`config.mk`:
```
export PLATFORM = sky130hd
export DESIGN_NAME = fit_policy_block_allocator_core
export DESIGN_NICKNAME = d
export VERILOG_FILES = /design/src/fpba_pkg.sv /design/src/fpba_ram.sv /design/src/fpba_cmp_unit.sv /design/src/fit_policy_block_allocator_core.sv
export SDC_FILE = /design/constraint.sdc
export NUM_CORES = 1
export LEC_CHECK = 0
export BUFFER_PORTS_ARGS = -buffer_cell sky130_fd_sc_hd__buf_2
export CORE_ASPECT_RATIO = 1.2
export CORE_UTILIZATION = 50
export DETAILED_ROUTE_END_ITERATION = 16
export GPL_TIMING_DRIVEN = 0
export PLACE_DENSITY = 0.64
export SETUP_SLACK_MARGIN = 0.3
export SYNTH_ARGS = -nofsm -noshare
export SYNTH_HDL_FRONTEND = slang
export SYNTH_SLANG_ARGS = --single-unit
export TNS_END_PERCENT = 30
```
`constraint.sdc`:
```
create_clock -name clk -period 10.11 [get_ports clk]
set_input_delay 1.011 -clock clk [delete_from_list [all_inputs] [get_ports clk]]
set_output_delay 1.011 -clock clk [all_outputs]
set_load 0.02 [all_outputs]
```
`src/fpba_pkg.sv`:
```
package fpba_pkg;

  localparam int DEF_MAX_BLOCKS = 16;
  localparam int DEF_SIZE_BITS  = 16;

  // operation codes
  localparam logic [1:0] OP_ALLOC   = 2'd0;
  localparam logic [1:0] OP_LOAD    = 2'd1;
  localparam logic [1:0] OP_RESTORE = 2'd2;

  // strategy codes; the fourth code falls back to first fit
  localparam logic [1:0] STRAT_FIRST = 2'd0;
  localparam logic [1:0] STRAT_BEST  = 2'd1;
  localparam logic [1:0] STRAT_WORST = 2'd2;

  // configuration register indexes
  localparam logic [0:0] REG_STRATEGY      = 1'd0;
  localparam logic [0:0] REG_BLOCKS_IN_USE = 1'd1;

  typedef struct packed {
    logic [1:0]  operation;
    logic [3:0]  block_index;
    logic [15:0] size_value;
  } in_item_t;

  typedef struct packed {
    logic        allocated;
    logic [3:0]  block_number;
    logic [15:0] space_left;
  } out_item_t;

  typedef struct packed {
    logic fits;    // candidate holds at least the request
    logic better;  // candidate beats the current pick under the strategy
  } cmp_flags_t;

  typedef enum logic [2:0] {
    S_IDLE,
    S_LOAD,
    S_RESTORE,
    S_SCAN,
    S_SUB,
    S_DONE
  } state_t;

endpackage

```
`src/fpba_ram.sv`:
```
module fpba_ram #(
  parameter int WIDTH = 16,
  parameter int DEPTH = 16,
  parameter int AW    = (DEPTH > 1) ? $clog2(DEPTH) : 1
) (
  input  logic                   clk,
  input  logic                   we,
  input  logic [AW-1:0]          waddr,
  input  logic [WIDTH-1:0]       wdata,
  input  logic [AW-1:0]          raddr,
  output logic [WIDTH-1:0]       rdata
);

  logic [WIDTH-1:0] mem [DEPTH];

  always_ff @(posedge clk) begin
    if (we) begin
      mem[waddr] <= wdata;
    end
    rdata <= mem[raddr];
  end

endmodule

```
`src/fpba_cmp_unit.sv`:
```
module fpba_cmp_unit import fpba_pkg::*; #(
  parameter int SIZE_BITS = DEF_SIZE_BITS
) (
  input  logic [SIZE_BITS-1:0] a_val,
  input  logic [SIZE_BITS-1:0] b_val,
  input  logic [SIZE_BITS-1:0] c_val,
  input  logic [1:0]           strategy,
  output cmp_flags_t           flags,
  output logic [SIZE_BITS-1:0] diff
);

  always_comb begin
    flags.fits = (a_val >= b_val);
    case (strategy)
      STRAT_BEST:  flags.better = (a_val < c_val);
      STRAT_WORST: flags.better = (a_val > c_val);
      default:     flags.better = 1'b0;
    endcase
    diff = a_val - b_val;
  end

endmodule

```
`src/fit_policy_block_allocator_core.sv`:
```
// Block table allocator with first, best and worst fit.
//
// Input channel (in_valid/in_ready/in_data) takes one transaction per
// operation: allocate a size, load one block's size, or restore every block's
// free size from its loaded size. Every input transaction yields exactly one
// result transaction on out_valid/out_ready/out_data; only an allocate can
// report allocated = 1. The user must set strategy and search range on the
// cfg_ write port only while the block is idle; the block does not enforce this.
//
// Flow: one transaction at a time; in_ready is high only when idle.
//   allocate : S_SCAN reads the searched blocks (limit = searched blocks)
//              through the single free-size RAM read port, feeding the
//              shared compare unit one block a cycle; S_SUB subtracts.
//   restore  : S_RESTORE covers all MAX_BLOCKS, one block copied per cycle.
//   load : S_LOAD, then S_DONE; unused code : S_DONE; then back to S_IDLE.
// A finished result sits in the output register until taken; a new input may
// be accepted meanwhile, and its result waits in S_DONE while out_ready is low.
// Reset (rst_n low, synchronous) clears the strategy and search range and the
// per-block valid bits, so every block reads as size zero; no clearing pass.
module fit_policy_block_allocator_core import fpba_pkg::*; #(
  parameter int MAX_BLOCKS = DEF_MAX_BLOCKS,
  parameter int SIZE_BITS  = DEF_SIZE_BITS
) (
  input  logic       clk,
  input  logic       rst_n,
  input  logic       in_valid,
  output logic       in_ready,
  input  in_item_t   in_data,
  output logic       out_valid,
  input  logic       out_ready,
  output out_item_t  out_data,
  input  logic       cfg_we,
  input  logic [0:0] cfg_index,
  input  logic [4:0] cfg_wdata
);

  localparam int IW = (MAX_BLOCKS > 1) ? $clog2(MAX_BLOCKS) : 1;
  localparam int CW = $clog2(MAX_BLOCKS + 1);

  // control state
  state_t              state_r, state_nxt;
  logic [1:0]          strategy_r;
  logic [4:0]          blocks_in_use_r;
  logic [MAX_BLOCKS-1:0] vld_r, vld_nxt;
  logic                pend_r, pend_nxt;
  logic                found_r, found_nxt;
  logic                out_valid_r, out_valid_nxt;

  // payload / datapath
  logic [3:0]          idx_r, idx_nxt;
  logic [SIZE_BITS-1:0] req_r, req_nxt;
  logic [CW-1:0]       cnt_r, cnt_nxt;
  logic [CW-1:0]       limit_r, limit_nxt;
  logic [IW-1:0]       pend_idx_r, pend_idx_nxt;
  logic [IW-1:0]       pick_r, pick_nxt;
  logic [SIZE_BITS-1:0] best_r, best_nxt;
  out_item_t           res_r, res_nxt;
  out_item_t           out_data_r, out_data_nxt;

  // RAM ports
  logic                free_we;
  logic [IW-1:0]       free_waddr;
  logic [SIZE_BITS-1:0] free_wdata;
  logic [SIZE_BITS-1:0] free_rdata;
  logic                load_we;
  logic [IW-1:0]       load_addr;
  logic [SIZE_BITS-1:0] load_rdata;

  // shared compare/subtract unit
  logic [SIZE_BITS-1:0] scan_f;
  logic [SIZE_BITS-1:0] cmp_a;
  logic [SIZE_BITS-1:0] cmp_diff;
  cmp_flags_t          cmp_flags;

  logic                idx_in_range;
  logic [CW-1:0]       limit_in;

  fpba_ram #(
    .WIDTH (SIZE_BITS),
    .DEPTH (MAX_BLOCKS)
  ) u_free_ram (
    .clk   (clk),
    .we    (free_we),
    .waddr (free_waddr),
    .wdata (free_wdata),
    .raddr (cnt_r[IW-1:0]),
    .rdata (free_rdata)
  );

  fpba_ram #(
    .WIDTH (SIZE_BITS),
    .DEPTH (MAX_BLOCKS)
  ) u_load_ram (
    .clk   (clk),
    .we    (load_we),
    .waddr (load_addr),
    .wdata (req_r),
    .raddr (cnt_r[IW-1:0]),
    .rdata (load_rdata)
  );

  // never-loaded blocks read as zero
  assign scan_f = vld_r[pend_idx_r] ? free_rdata : '0;
  // scan compares the fetched block; the final step subtracts from the pick
  assign cmp_a  = (state_r == S_SUB) ? best_r : scan_f;

  fpba_cmp_unit #(
    .SIZE_BITS (SIZE_BITS)
  ) u_cmp (
    .a_val    (cmp_a),
    .b_val    (req_r),
    .c_val    (best_r),
    .strategy (strategy_r),
    .flags    (cmp_flags),
    .diff     (cmp_diff)
  );

  assign idx_in_range = (32'(idx_r) < MAX_BLOCKS);
  assign load_addr    = IW'(idx_r);
  // search range saturates at the table size
  assign limit_in     = (32'(blocks_in_use_r) > MAX_BLOCKS) ? CW'(MAX_BLOCKS)
                                                            : CW'(blocks_in_use_r);

  assign out_valid = out_valid_r;
  assign out_data  = out_data_r;

  always_comb begin
    state_nxt     = state_r;
    vld_nxt       = vld_r;
    pend_nxt      = pend_r;
    found_nxt     = found_r;
    out_valid_nxt = out_valid_r;
    idx_nxt       = idx_r;
    req_nxt       = req_r;
    cnt_nxt       = cnt_r;
    limit_nxt     = limit_r;
    pend_idx_nxt  = pend_idx_r;
    pick_nxt      = pick_r;
    best_nxt      = best_r;
    res_nxt       = res_r;
    out_data_nxt  = out_data_r;
    in_ready      = 1'b0;
    free_we       = 1'b0;
    free_waddr    = pick_r;
    free_wdata    = cmp_diff;
    load_we       = 1'b0;

    if (out_valid_r && out_ready) begin
      out_valid_nxt = 1'b0;
    end

    unique case (state_r)
      S_IDLE: begin
        in_ready = 1'b1;
        if (in_valid) begin
          idx_nxt   = in_data.block_index;
          req_nxt   = SIZE_BITS'(in_data.size_value);
          cnt_nxt   = '0;
          limit_nxt = limit_in;
          pend_nxt  = 1'b0;
          found_nxt = 1'b0;
          pick_nxt  = '0;
          best_nxt  = '0;
          res_nxt   = '0;
          case (in_data.operation)
            OP_ALLOC:   state_nxt = S_SCAN;
            OP_LOAD:    state_nxt = S_LOAD;
            OP_RESTORE: state_nxt = S_RESTORE;
            default:    state_nxt = S_DONE;
          endcase
        end
      end

      S_LOAD: begin
        if (idx_in_range) begin
          free_we            = 1'b1;
          free_waddr         = load_addr;
          free_wdata         = req_r;
          load_we            = 1'b1;
          vld_nxt[load_addr] = 1'b1;
        end
        state_nxt = S_DONE;
      end

      S_RESTORE: begin
        // read loaded[cnt], write free[cnt-1] from last cycle's read
        if (pend_r) begin
          free_we    = 1'b1;
          free_waddr = pend_idx_r;
          free_wdata = load_rdata;
        end
        if (cnt_r < CW'(MAX_BLOCKS)) begin
          pend_nxt     = 1'b1;
          pend_idx_nxt = cnt_r[IW-1:0];
          cnt_nxt      = cnt_r + CW'(1);
        end else begin
          pend_nxt = 1'b0;
          if (!pend_r) begin
            state_nxt = S_DONE;
          end
        end
      end

      S_SCAN: begin
        // evaluate the block fetched last cycle; lower index wins ties
        if (pend_r && cmp_flags.fits && (!found_r || cmp_flags.better)) begin
          found_nxt = 1'b1;
          pick_nxt  = pend_idx_r;
          best_nxt  = scan_f;
        end
        if (cnt_r < limit_r) begin
          pend_nxt     = 1'b1;
          pend_idx_nxt = cnt_r[IW-1:0];
          cnt_nxt      = cnt_r + CW'(1);
        end else begin
          pend_nxt = 1'b0;
          if (!pend_r) begin
            state_nxt = S_SUB;
          end
        end
      end

      S_SUB: begin
        if (found_r) begin
          free_we              = 1'b1;
          res_nxt.allocated    = 1'b1;
          res_nxt.block_number = 4'(pick_r);
          res_nxt.space_left   = 16'(cmp_diff);
        end
        state_nxt = S_DONE;
      end

      S_DONE: begin
        if (!out_valid_r || out_ready) begin
          out_valid_nxt = 1'b1;
          out_data_nxt  = res_r;
          state_nxt     = S_IDLE;
        end
      end

      default: begin
        state_nxt = S_IDLE;
      end
    endcase
  end

  always_ff @(posedge clk) begin
    if (!rst_n) begin
      state_r         <= S_IDLE;
      strategy_r      <= STRAT_FIRST;
      blocks_in_use_r <= '0;
      vld_r           <= '0;
      pend_r          <= 1'b0;
      found_r         <= 1'b0;
      out_valid_r     <= 1'b0;
    end else begin
      state_r     <= state_nxt;
      vld_r       <= vld_nxt;
      pend_r      <= pend_nxt;
      found_r     <= found_nxt;
      out_valid_r <= out_valid_nxt;
      if (cfg_we) begin
        unique case (cfg_index)
          REG_STRATEGY:      strategy_r      <= cfg_wdata[1:0];
          REG_BLOCKS_IN_USE: blocks_in_use_r <= cfg_wdata;
          default:           ;
        endcase
      end
    end
  end

  always_ff @(posedge clk) begin
    idx_r      <= idx_nxt;
    req_r      <= req_nxt;
    cnt_r      <= cnt_nxt;
    limit_r    <= limit_nxt;
    pend_idx_r <= pend_idx_nxt;
    pick_r     <= pick_nxt;
    best_r     <= best_nxt;
    res_r      <= res_nxt;
    out_data_r <= out_data_nxt;
  end

endmodule

```
==> results.py, run 1 <==
metrics = {
    "timing": {
        "holdWs_ns": 0.419,
        "finalCritPeriodShare_pct": 52.1,
        "fmax_ghz": 0.190,
        "setup_viol": 0,
        "timing.final.max_slew_violations": 0,
        "rsz0062_at_grt": "false",
        "maxSlewHeadroom_pct": 27.9,
        "skew_ns": 0.0331,
        "min_period_ns": 5.27,
        "worstMarginPinSlew_ns": 1.08,
        "tns_ns": 0,
        "hold_viol": 0,
    },
    "yosys": {
        "syn_inst": 1403,
        "synth-compound-area-share_pct": 3.66,
        "yosys.area_share.simple_pct": 4.69,
        "muxShareOfSynthArea_pct": 14.1,
        "synth_cell_types": 59,
        "synthAdderAreaFrac_pct": 1.92,
        "synth_ff_type": "edfxtp_1",
        "synthTopCellsByArea": "edfxtp_1, mux4_2, dfxtp_1",
        "synth_top_family_by_area": "multiplexers",
        "synth-edff-count": 608,
        "ys_async_sr_fraction_pct": 0,
        "synth.largest_area_cell": "edfxtp_1",
        "yosysWarnings": 0,
        "avgSynthCellArea_um2": 18.8,
        "synth_xor_area_share_pct": 0.232,
        "syn_area_um2": 26400,
        "synth_seq_area_share_pct": 73.7,
        "ys_seq_elements": 669,
        "syn_nets": 1476,
        "synth_top_area_share_pct": 69.1,
    },
    "final_layout": {
        "finish.utilization_pct": 58.8,
        "layout_common_cells": "edfxtp_1, mux4_2, buf_2",
        "antennaDiodeCount": 0,
        "drive_gt1_share_pct": 26.0,
        "fin_nets": 1641,
        "final_common_cell": "edfxtp_1",
        "areaGrowthSynthToFinish_pct": 15.2,
    },
    "setup_path": {
        "end_kind": "register",
        "cp_top_family": "compound AO/OA/AOI/OAI gates",
        "critPathSlowestCell": "o31ai_2",
        "crit_fanout": 16,
        "critPathLaunchType": "register",
        "path_class": "reg2reg",
        "cp.arrival_ns": 5.55,
        "path_buf_inv": 2,
        "cpMostUsedCell": "buf_2",
        "required_ns": 10.40,
        "worstPathCellList": "buf_2 -> mux4_2 -> mux2_2 -> o21ai_4 -> buf_2 -> o22ai_1 -> ha_1 -> a21oi_1 -> nand2_1 -> o21ai_0 -> a2111oi_0 -> o21a_1 -> o31ai_2",
        "crit_path_max_incr_delay_ns": 0.88,
    },
    "place": {
        "portBuffers": 54,
        "gp_congestion": 0.920,
        "place_hpwl_mm": 44.3,
    },
    "cts": {
        "postCtsSetupRepairBufs": 0,
        "hold_buffers": 0,
        "cts_buffer_depth": 3,
        "cts_resized": 0,
        "cts_tree": "yes",
        "cts_sinks": 669,
        "clk_latency_ns": 0.64,
        "cts_max_level": 2,
        "clkTransAtPathRegs_ns": 0.06,
        "root_buffer": "clkbuf_16",
        "cts_made_buffers": 61,
    },
    "run": {
        "cap_violations": 0,
    },
    "power_and_ir_drop": {
        "comb_power_share_pct": 28.6,
        "p_leak_uw": 0.0102,
        "power_switching_uw": 2840,
        "p_sw_share_pct": 31.5,
        "peakVddDrop_uv": 164,
        "seqPwrFrac_pct": 45.6,
        "power.share.clock_pct": 25.8,
        "p_int_uw": 6170,
        "power_density_nw_per_um2": 296,
        "p_total_uw": 9010,
    },
    "global_route": {
        "grt_max_degree": 27,
        "grt_first_pass_wirelength_mm": 90.1,
        "grt_pass1_vias": 13900,
        "grtUsageTotal_pct": 23.6,
        "grt-ovfl-total": 0,
        "grt_antenna_before_repair": 1,
    },
    "route": {
        "ant_nets": 0,
        "wl_per_cell_um": 26.6,
        "vias_per_cell": 5.98,
        "drt-initial-drc-count": 1279,
        "routed_wl_mm": 61.7,
        "drtPass1Iterations": 5,
        "drcViolationCount": 0,
        "vias": 13900,
    },
    "die": {
        "initial_utilization_pct": 51.0,
        "die-area_um2": 53800,
        "coreArea_um2": 51800,
        "rows": 91,
        "die_h_um": 254,
        "io_pins": 56,
        "fp.dieW_um": 212,
    },
    "min_path": {
        "hold_path_class": "reg2reg",
    },
    "outcome": {
        "status": "complete, no violations",
    },
}
-- stage by stage --
| stage | std cells | cell area (µm²) | setup WS (ns) |
|---|---|---|---|
| after floorplan | 1403 | 26400 | 5.12 |
| after global placement | 2154 | 27600 | 3.43 |
| after detailed placement | 2200 | 28400 | 4.50 |
| after CTS | 2315 | 30400 | 4.38 |
| after global routing | 2317 | 30500 | 4.65 |
| final | 2317 | 30500 | 4.84 |
-- sequential cells by signal, summed over array words and instances, names as in the netlist, 5 cells and up --
register / cells
u_free_ram.rdata: 16
vld_r: 16
u_load_ram.mem: 256
limit_r: 5
res_r: 21
u_free_ram.mem: 256
req_r: 16
cnt_r: 5
out_data: 21
blocks_in_use_r: 5
u_load_ram.rdata: 16
best_r: 16
-- layer usage --
metal / up-vias / track usage (%) / share of wire (%)
met1: 7179 / 31.9 / 40
met2: 569 / 39.0 / 49
met4: 0 / 9.09 / 3.7
met5: - / 0 / 0
met3: 128 / 3.53 / 6.6
li1: 5980 / - / -
-- worst register-to-register path, stage by stage (launching register included) --
cell	delay [ns]
edfxtp_1	0.32
buf_2	0.23
mux4_2	0.54
mux2_2	0.30
o21ai_4	0.32
buf_2	0.33
o22ai_1	0.22
ha_1	0.43
a21oi_1	0.23
nand2_1	0.09
o21ai_0	0.51
a2111oi_0	0.28
o21a_1	0.27
o31ai_2	0.88
-- cells in the mapped netlist (4+ instances only) --
cell and instances:
buf_2 18, and3_1 10, a21oi_1 42, nand2b_1 14, nor2_1 85, clkbuf_1 38
nand3b_1 5, o21ai_0 21, nor3_1 22, edfxtp_1 608, nand2_1 57, ha_1 39
dfxtp_1 61, nand4_1 6, o31ai_1 6, inv_1 48, nand3_1 15, and2_1 19
a211oi_1 5, a22oi_1 16, nor2b_1 10, buf_1 7, xnor2_1 4, or3_1 5
mux4_2 164, a21o_1 7, o21a_1 7, o22ai_1 15
-- layout make-up --
cell class              count  area (µm²)
plain buffers              64         270
clock buffers              95        1760
clock inverters            20         256
fillers                  3776       21400
inverters                  49         184
multi-input cells         621        6640
flip-flops and latches    669       19500
well taps                 697         872
repair buffers            102         986
-- kinds of logic after synthesis --
family | after synthesis
DFF | 669
xor gates and xnor gates | 7
muxes | 167
and+or+nand+nor | 259
buffers and inverters | 113
AOI/OAI and AO/OA | 148
adders and majority gates | 40
-- power by group through the flow --
stage	Sequential, µW	Clock [µW]	Combinational (µW)
floorplan	4060	0	1600
global placement	4180	0	2320
detailed placement	4170	0	2550
CTS	4120	2370	2560
global route	4140	2450	2770
finish	4110	2320	2580
-- path summary, 6_finish.rpt --
path	start	cells after the start	end	slack, ns
max	pend_idx_r[0]	13	u_free_ram.mem[2][15]	4.84
min	res_r[5]	0	out_data[5]	0.42
max reg2reg	pend_idx_r[0]	13	u_free_ram.mem[2][15]	4.84
min reg2reg	res_r[5]	0	out_data[5]	0.42
(Power assumes the default switching activity.)
==> run 2, diff against run 1 <==
--- a/config.mk
+++ b/config.mk
@@ -5,12 +5,13 @@
 export SDC_FILE = /design/constraint.sdc
 export NUM_CORES = 1
 export LEC_CHECK = 0
+export ABC_AREA = 1
 export BUFFER_PORTS_ARGS = -buffer_cell sky130_fd_sc_hd__buf_2
 export CORE_ASPECT_RATIO = 1.2
 export CORE_UTILIZATION = 50
 export DETAILED_ROUTE_END_ITERATION = 16
 export GPL_TIMING_DRIVEN = 0
-export PLACE_DENSITY = 0.64
+export PLACE_DENSITY = 0.66
 export SETUP_SLACK_MARGIN = 0.3
 export SYNTH_ARGS = -nofsm -noshare
 export SYNTH_HDL_FRONTEND = slang
==> constraint.sdc (replaced) <==
create_clock -name clk -period 4.4 [get_ports clk]
set_input_delay 0.44 -clock clk [delete_from_list [all_inputs] [get_ports clk]]
set_output_delay 0.44 -clock clk [all_outputs]
set_load 0.02 [all_outputs]
==> run 2 against run 1 <==
Non-clock buffer count is 52 higher. Die area is 2.5% higher. Sequential share of layout area is 1.5 points lower. Wire length rose by 20%. Global-route usage is 3.3 points higher. Cell area increased by 2.4%. Total power rose to 2.6 times the previous value. Clock-buffer cell count shrank 21. Sequential cell count unchanged.
==> results.py, run 2 <==
metrics = {
    "outcome": {
        "status": "complete, no violations",
    },
    "final_layout": {
        "reg.largest.list": "u_free_ram.mem: 256 flops, u_load_ram.mem: 256 flops",
        "final_common_cell": "edfxtp_1",
        "areaGrowthSynthToFinish_pct": 15.1,
        "fin_nets": 2376,
        "antennaDiodeCount": 0,
        "stdcell_count": 3062,
        "drive_gt1_share_pct": 12.0,
        "layout_common_cells": "edfxtp_1, nor2_1, nand2_1",
    },
    "power_and_ir_drop": {
        "peakVddDrop_uv": 594,
        "p_leak_uw": 0.0108,
        "p_total_uw": 23600,
        "power_density_nw_per_um2": 757,
    },
    "yosys": {
        "avgSynthCellArea_um2": 12.7,
        "synth_ff_type": "edfxtp_1",
        "synth_top_area_share_pct": 67.4,
        "ys_async_sr_fraction_pct": 0,
        "syn_inst": 2133,
        "syn_area_um2": 27100,
        "synthTopCellsByArea": "edfxtp_1, nor2_1, dfxtp_1",
        "synthTopCellsByCount": "edfxtp_1, nor2_1, nand2_1",
        "synth_cell_types": 45,
        "synth.largest_area_cell": "edfxtp_1",
        "synth-edff-count": 608,
        "syn_nets": 2206,
        "yosysMostFrequentCell": "edfxtp_1",
        "synth_seq_area_share_pct": 71.9,
        "ys_seq_elements": 669,
        "yosysWarnings": 0,
    },
    "place": {
        "portBuffers": 55,
        "place_hpwl_mm": 52.3,
        "gp_congestion": 0.925,
        "dp.cells": 2927,
    },
    "setup_path": {
        "cp_top_family": "simple AND/OR/NAND/NOR gates",
        "path_class": "reg2reg",
        "timing.rr.end": "best_r[5]",
        "crit_path_max_incr_delay_ns": 0.41,
        "critPathSlowestCell": "o21ai_0",
        "reg2reg_slack_ns": 0.38,
        "critPathLaunchType": "register",
        "cpMostUsedCell": "nand2_1",
        "cp.arrival_ns": 4.32,
        "end_kind": "register",
        "worstPathCellList": "buf_2 -> inv_4 -> o21ai_0 -> o211ai_1 -> nand3_1 -> nand2_4 -> buf_4 -> nand2_1 -> o21ai_0 -> ha_1 -> nand2_1 -> inv_1 -> o21ai_0 -> nand2_1 -> nor2_1 -> nand2_1 -> nand2_1 -> nand3_1 -> nand2_1 -> nand3_1 -> nand2_4",
        "crit_fanout": 20,
        "path_buf_inv": 4,
        "required_ns": 4.70,
        "r2r_cells": 21,
        "reg2reg_from": "pend_idx_r[0]",
        "startpoint": "pend_idx_r[0]",
    },
    "cts": {
        "cts_made_buffers": 61,
        "cts_max_level": 2,
        "root_buffer": "clkbuf_16",
        "clk_latency_ns": 0.65,
        "cts_sinks": 669,
        "clkTransAtPathRegs_ns": 0.07,
        "cts_buffer_depth": 3,
        "cts_tree": "yes",
    },
    "route": {
        "drt-initial-drc-count": 1819,
        "drtPass1Iterations": 6,
        "vias": 18000,
        "vias_per_cell": 5.88,
        "drcViolationCount": 0,
        "ant_nets": 0,
        "routed_wl_mm": 74.3,
        "wl_per_cell_um": 24.2,
    },
    "timing": {
        "rsz0062_at_grt": "true",
        "finalCritPeriodShare_pct": 91.3,
        "maxSlewHeadroom_pct": 15.4,
        "fmax_ghz": 0.249,
        "setup_viol": 0,
        "hold_viol": 0,
        "min_period_ns": 4.02,
        "timing.final.max_slew_violations": 0,
        "worstMarginPinSlew_ns": 1.26,
        "skew_ns": 0.0231,
    },
    "min_path": {
        "min_to": "blocks_in_use_r[4]",
        "hold_path_class": "in2reg",
        "hold_path.startpoint": "rst_n",
        "hold_depth": 3,
    },
    "die": {
        "initial_utilization_pct": 50.5,
        "rows": 93,
        "io_pins": 56,
        "die-area_um2": 55100,
        "die_h_um": 257,
        "coreArea_um2": 53600,
        "fp.dieW_um": 215,
    },
    "global_route": {
        "grt_pass1_vias": 17500,
        "grt_max_degree": 22,
        "grt_antenna_before_repair": 1,
        "grt-ovfl-total": 0,
        "grt_first_pass_wirelength_mm": 110,
        "grtUsageTotal_pct": 27.0,
    },
    "run": {
        "cap_violations": 0,
    },
}
[run 2: changes by cell type in the layout (fill, tap and decap cells not counted), moves of 64 or more]
cell	previous run	this run
mux4_2	164	0
o32ai_1	0	75
nor2_1	57	400
o21ai_0	10	166
nand2_1	57	201
inv_1	47	111
[run 2: worst reg2reg max path, delay by kind of cell, from the launching register on]
kind | cells | cell delay, ns
AND/OR/NAND/NOR | 12 | 1.61
adder cells (fa/ha/maj) | 1 | 0.32
flip-flops | 1 | 0.37
AO/OA/AOI/OAI | 4 | 0.78
buffers and inverters | 4 | 0.59
[run 2: per-stage QoR]
stage / area [µm²] / hold WS, ns / setup TNS [ns] / util, % / worst slack [ns]
global route: 31200 / 0.0781 / 0 / 58.1 / 0.151
CTS: 31100 / 0.0483 / 0 / 57.9 / 0.106
global placement: 28300 / 0.405 / -80.51 / 52.7 / -0.569
floorplan: 27100 / 0.400 / 0 / - / 0.949
detailed placement: 28900 / 0.405 / -80.47 / 53.8 / -0.786
finish: 31200 / 0.0696 / 0 / 58.1 / 0.384
[run 2: cells by family (layout without fill, tap and decap cells)]
kind of cell    count (synthesis)  after routing  share of synthesized area, %
mux                            53             53                          1.96
fa+ha+maj                      40             40                          1.87
simple gates                  738            738                          10.9
buf+inv                       237            454                          3.50
compound gates                386            386                          9.53
xor+xnor                       10             10                         0.323
flops                         669            669                          71.9
[run 2: worst max-delay path by stage]
| stage | cells past startpoint | slack [ns] | to |
|---|---|---|---|
| after detailed placement | 19 | -0.79 | u_free_ram.mem[6][7] |
| after floorplan | 7 | 0.95 | res_r[0] |
| after CTS | 15 | 0.11 | u_free_ram.mem[13][15] |
| after global placement | 19 | -0.57 | u_free_ram.mem[6][7] |
| after global routing | 20 | 0.15 | u_free_ram.mem[11][12] |
| final | 21 | 0.38 | best_r[5] |
[run 2: area by class of cell]
| type | instances | area [µm²] |
|---|---|---|
| Inverter | 126 | 475 |
| Timing Repair Buffer | 107 | 1010 |
| Buffer | 111 | 474 |
| Fill cell | 4099 | 22500 |
| Multi-Input combinational cell | 1227 | 6970 |
| Tap cell | 712 | 891 |
| Sequential cell | 669 | 19500 |
| Clock inverter | 36 | 310 |
| Clock buffer | 74 | 1580 |
[run 2: routing by layer]
layer | global-route usage, % | up-vias | wire [µm]
met4 | 14.3 | 0 | 4070
met1 | 34.3 | 8858 | 28700
met5 | 0 | - | 0
met2 | 44.8 | 848 | 35900
li1 | - | 8114 | -
met3 | 4.17 | 190 | 5560
[run 2: where the power goes]
group          leakage (µW)  internal (µW)  total [µW]  switching (µW)
Combinational       0.00387           2410        8960            6550
Sequential          0.00602           9060        9540             486
Clock              0.000912           2790        5110            2320
[run 2: repair_timing]
action                                  CTS  global route
resized for setup                        18            23
setup buffers                             4             1
hold buffers                             20             0
hold endpoints to repair                 20             0
pin swaps                                 4             1
endpoints found under the setup margin  262           250
==> run 3, diff against run 2 <==
--- a/config.mk
+++ b/config.mk
@@ -11,7 +11,8 @@
 export CORE_UTILIZATION = 50
 export DETAILED_ROUTE_END_ITERATION = 16
 export GPL_TIMING_DRIVEN = 0
-export PLACE_DENSITY = 0.66
+export MAX_ROUTING_LAYER = met4
+export PLACE_DENSITY = 0.64
 export SETUP_SLACK_MARGIN = 0.3
 export SYNTH_ARGS = -nofsm -noshare
 export SYNTH_HDL_FRONTEND = slang
==> constraint.sdc (replaced) <==
create_clock -name clk -period 4.8 [get_ports clk]
set_input_delay 0.48 -clock clk [delete_from_list [all_inputs] [get_ports clk]]
set_output_delay 0.48 -clock clk [all_outputs]
set_load 0.02 [all_outputs]
==> run 3 against run 2 <==
The run now ends with max-capacitance violations, max-slew violations left. Combinational power is 11% lower. Cell area hardly changed. Maximum frequency is 6.3% lower. Via count is 0.20% lower. Clock skew hardly changed. Non-clock buffer count is 20 lower. Sequential cell count stayed put. Sequential share of layout area hardly changed. Hold slack worse by 0.016 ns. Worst setup slack better by 0.13 ns. Clock power is 5.9% higher. Largest cell class unchanged. Highest routed layer unchanged.
==> results.py, run 3 (same netlist as run 2, synthesis figures left out) <==
metrics = {
    "setup_path": {
        "cp.arrival_ns": 4.47,
        "end_kind": "register",
        "critPathLaunchType": "register",
        "path_class": "reg2reg",
        "crit_fanout": 16,
        "required_ns": 4.99,
    },
    "die": {
        "initial_utilization_pct": 50.5,
        "io_pins": 56,
        "fp.dieW_um": 215,
        "rows": 93,
        "die-area_um2": 55100,
        "die_h_um": 257,
        "coreArea_um2": 53600,
    },
    "timing": {
        "setup_viol": 0,
        "finalCritPeriodShare_pct": 89.3,
        "min_period_ns": 4.29,
        "timing.final.max_slew_violations": 16,
        "skew_ns": 0.0230,
        "hold_viol": 0,
        "worstMarginPinSlew_ns": 1.52,
        "fmax_ghz": 0.233,
        "maxSlewHeadroom_pct": -1.04,
        "rsz0062_at_grt": "true",
        "tns_ns": 0,
        "holdWs_ns": 0.0531,
    },
    "cts": {
        "cts_max_level": 3,
        "clk_latency_ns": 0.62,
        "root_buffer": "clkbuf_16",
        "cts_sinks": 669,
        "cts_buffer_depth": 3,
        "cts_tree": "yes",
        "cts_made_buffers": 68,
        "clkTransAtPathRegs_ns": 0.06,
    },
    "place": {
        "place_hpwl_mm": 53.8,
        "dp.cells": 2928,
        "gp_congestion": 0.936,
        "place_area_um2": 28800,
        "portBuffers": 55,
    },
    "global_route": {
        "grt_pass1_vias": 17300,
        "met1_usage_pct": 36.3,
        "top_usage_layer": "met2",
        "met2_usage_pct": 45.4,
        "grt_antenna_before_repair": 0,
        "grt-ovfl-total": 0,
        "grt_max_degree": 22,
        "grt_first_pass_wirelength_mm": 111,
        "grtUsageTotal_pct": 28.4,
        "met3_usage_pct": 3.69,
    },
    "final_layout": {
        "areaGrowthSynthToFinish_pct": 15.0,
        "design_area_um2": 31200,
        "stdcell_count": 3055,
        "final_common_cell": "edfxtp_1",
        "fin_nets": 2363,
        "drive_gt1_share_pct": 12.4,
        "antennaDiodeCount": 0,
        "layout_common_cells": "edfxtp_1, nor2_1, nand2_1",
        "reg.largest.list": "u_free_ram.mem: 256 flops, u_load_ram.mem: 256 flops",
        "n_fill_cell": 4292,
    },
    "route": {
        "vias_per_cell": 5.88,
        "drt-initial-drc-count": 1780,
        "wl_per_cell_um": 24.7,
        "vias": 18000,
        "drtPass1Iterations": 6,
        "drcViolationCount": 0,
        "ant_nets": 0,
        "routed_wl_mm": 75.5,
    },
    "run": {
        "cap_violations": 1,
    },
    "outcome": {
        "status": "finished with violations",
        "failed_checks": "max-capacitance violations, max-slew violations",
    },
    "power_and_ir_drop": {
        "power_density_nw_per_um2": 711,
        "p_leak_uw": 0.0109,
        "peakVddDrop_uv": 599,
    },
    "min_path": {
        "hold_path_class": "in2reg",
    },
}
==> run 3: changes by cell type in the layout (fill, tap and decap cells not counted), sizes merged <==
cell	delta
bufinv	+3
clkbuf	+15
clkinv	-4
clkinvlp	-1
dlygate4sd3	-20
==> run 3: worst max-delay path: stages, from the launching register on <==
cell and delay [ns]:
edfxtp_1 0.32, buf_2 0.21, clkinv_2 0.21, o21ai_0 0.20, o221ai_1 0.14, nand3_1 0.17
nand2_4 0.12, buf_4 0.20, nand2_1 0.11, o21ai_2 0.10, ha_1 0.38, nand2_1 0.07
o21ai_0 0.26, nand2_1 0.09, nand2_1 0.07, nand2_1 0.05, nand2_1 0.14, nand3_1 0.12
nand2_1 0.16, nand2_1 0.09, nand2_1 0.06, nand2_1 0.06, nand3_1 0.13, nand2_1 0.40
==> run 3: per-layer routing <==
layer  routed length (µm)  up-vias  part of all wire, %
met5                    0        -                    0
met4                 3390        0                  4.5
met1                30000     8902                   40
li1                     -     8088                    -
met3                 5330      166                  7.1
met2                36800      818                   49
==> run 3: final timing paths <==
check                     start                    end  slack, ns  cells after the start
setup reg to reg  pend_idx_r[0]  u_free_ram.mem[5][11]       0.51                     23
hold reg to reg       res_r[18]           out_data[18]       0.42                      0
hold / removal      in_data[16]               idx_r[0]       0.05                      1
setup / recovery  pend_idx_r[0]  u_free_ram.mem[5][11]       0.51                     23
==> run 3: repair_timing <==
item	4_1_cts	5_1_grt
hold buffers	0	0
resized for setup	21	0
setup endpoints to repair	164	84
buffers inserted	1	2
pin swaps	1	2
==> run 3: through the flow <==
| step | total power [µW] | setup slack [ns] | util [%] |
|---|---|---|---|
| after floorplan | 13200 | 1.35 | - |
| after global placement | 16300 | -0.225 | 52.7 |
| after detailed placement | 16600 | -0.359 | 53.7 |
| after CTS | 22100 | 0.301 | 58.1 |
| after global routing | 23000 | 0.176 | 58.1 |
| final | 22200 | 0.512 | 58.1 |
==> run 3: cell type report <==
type                            count  area [µm²]  share of cell area, %
Buffer                            111         475                   1.53
Clock inverter                     34         389                   1.25
Sequential cell                   669       19500                   62.5
Inverter                          126         474                   1.52
Multi-Input combinational cell   1227        6830                   21.9
Clock buffer                       89        1900                   6.08
Tap cell                          712         891                   2.86
Timing Repair Buffer               87         734                   2.36
==> run 3: power breakdown <==
group          leakage, µW  internal (µW)  switching (µW)
registers          0.00602           8310             445
logic              0.00373           2050            5940
clock network      0.00111           3190            2220
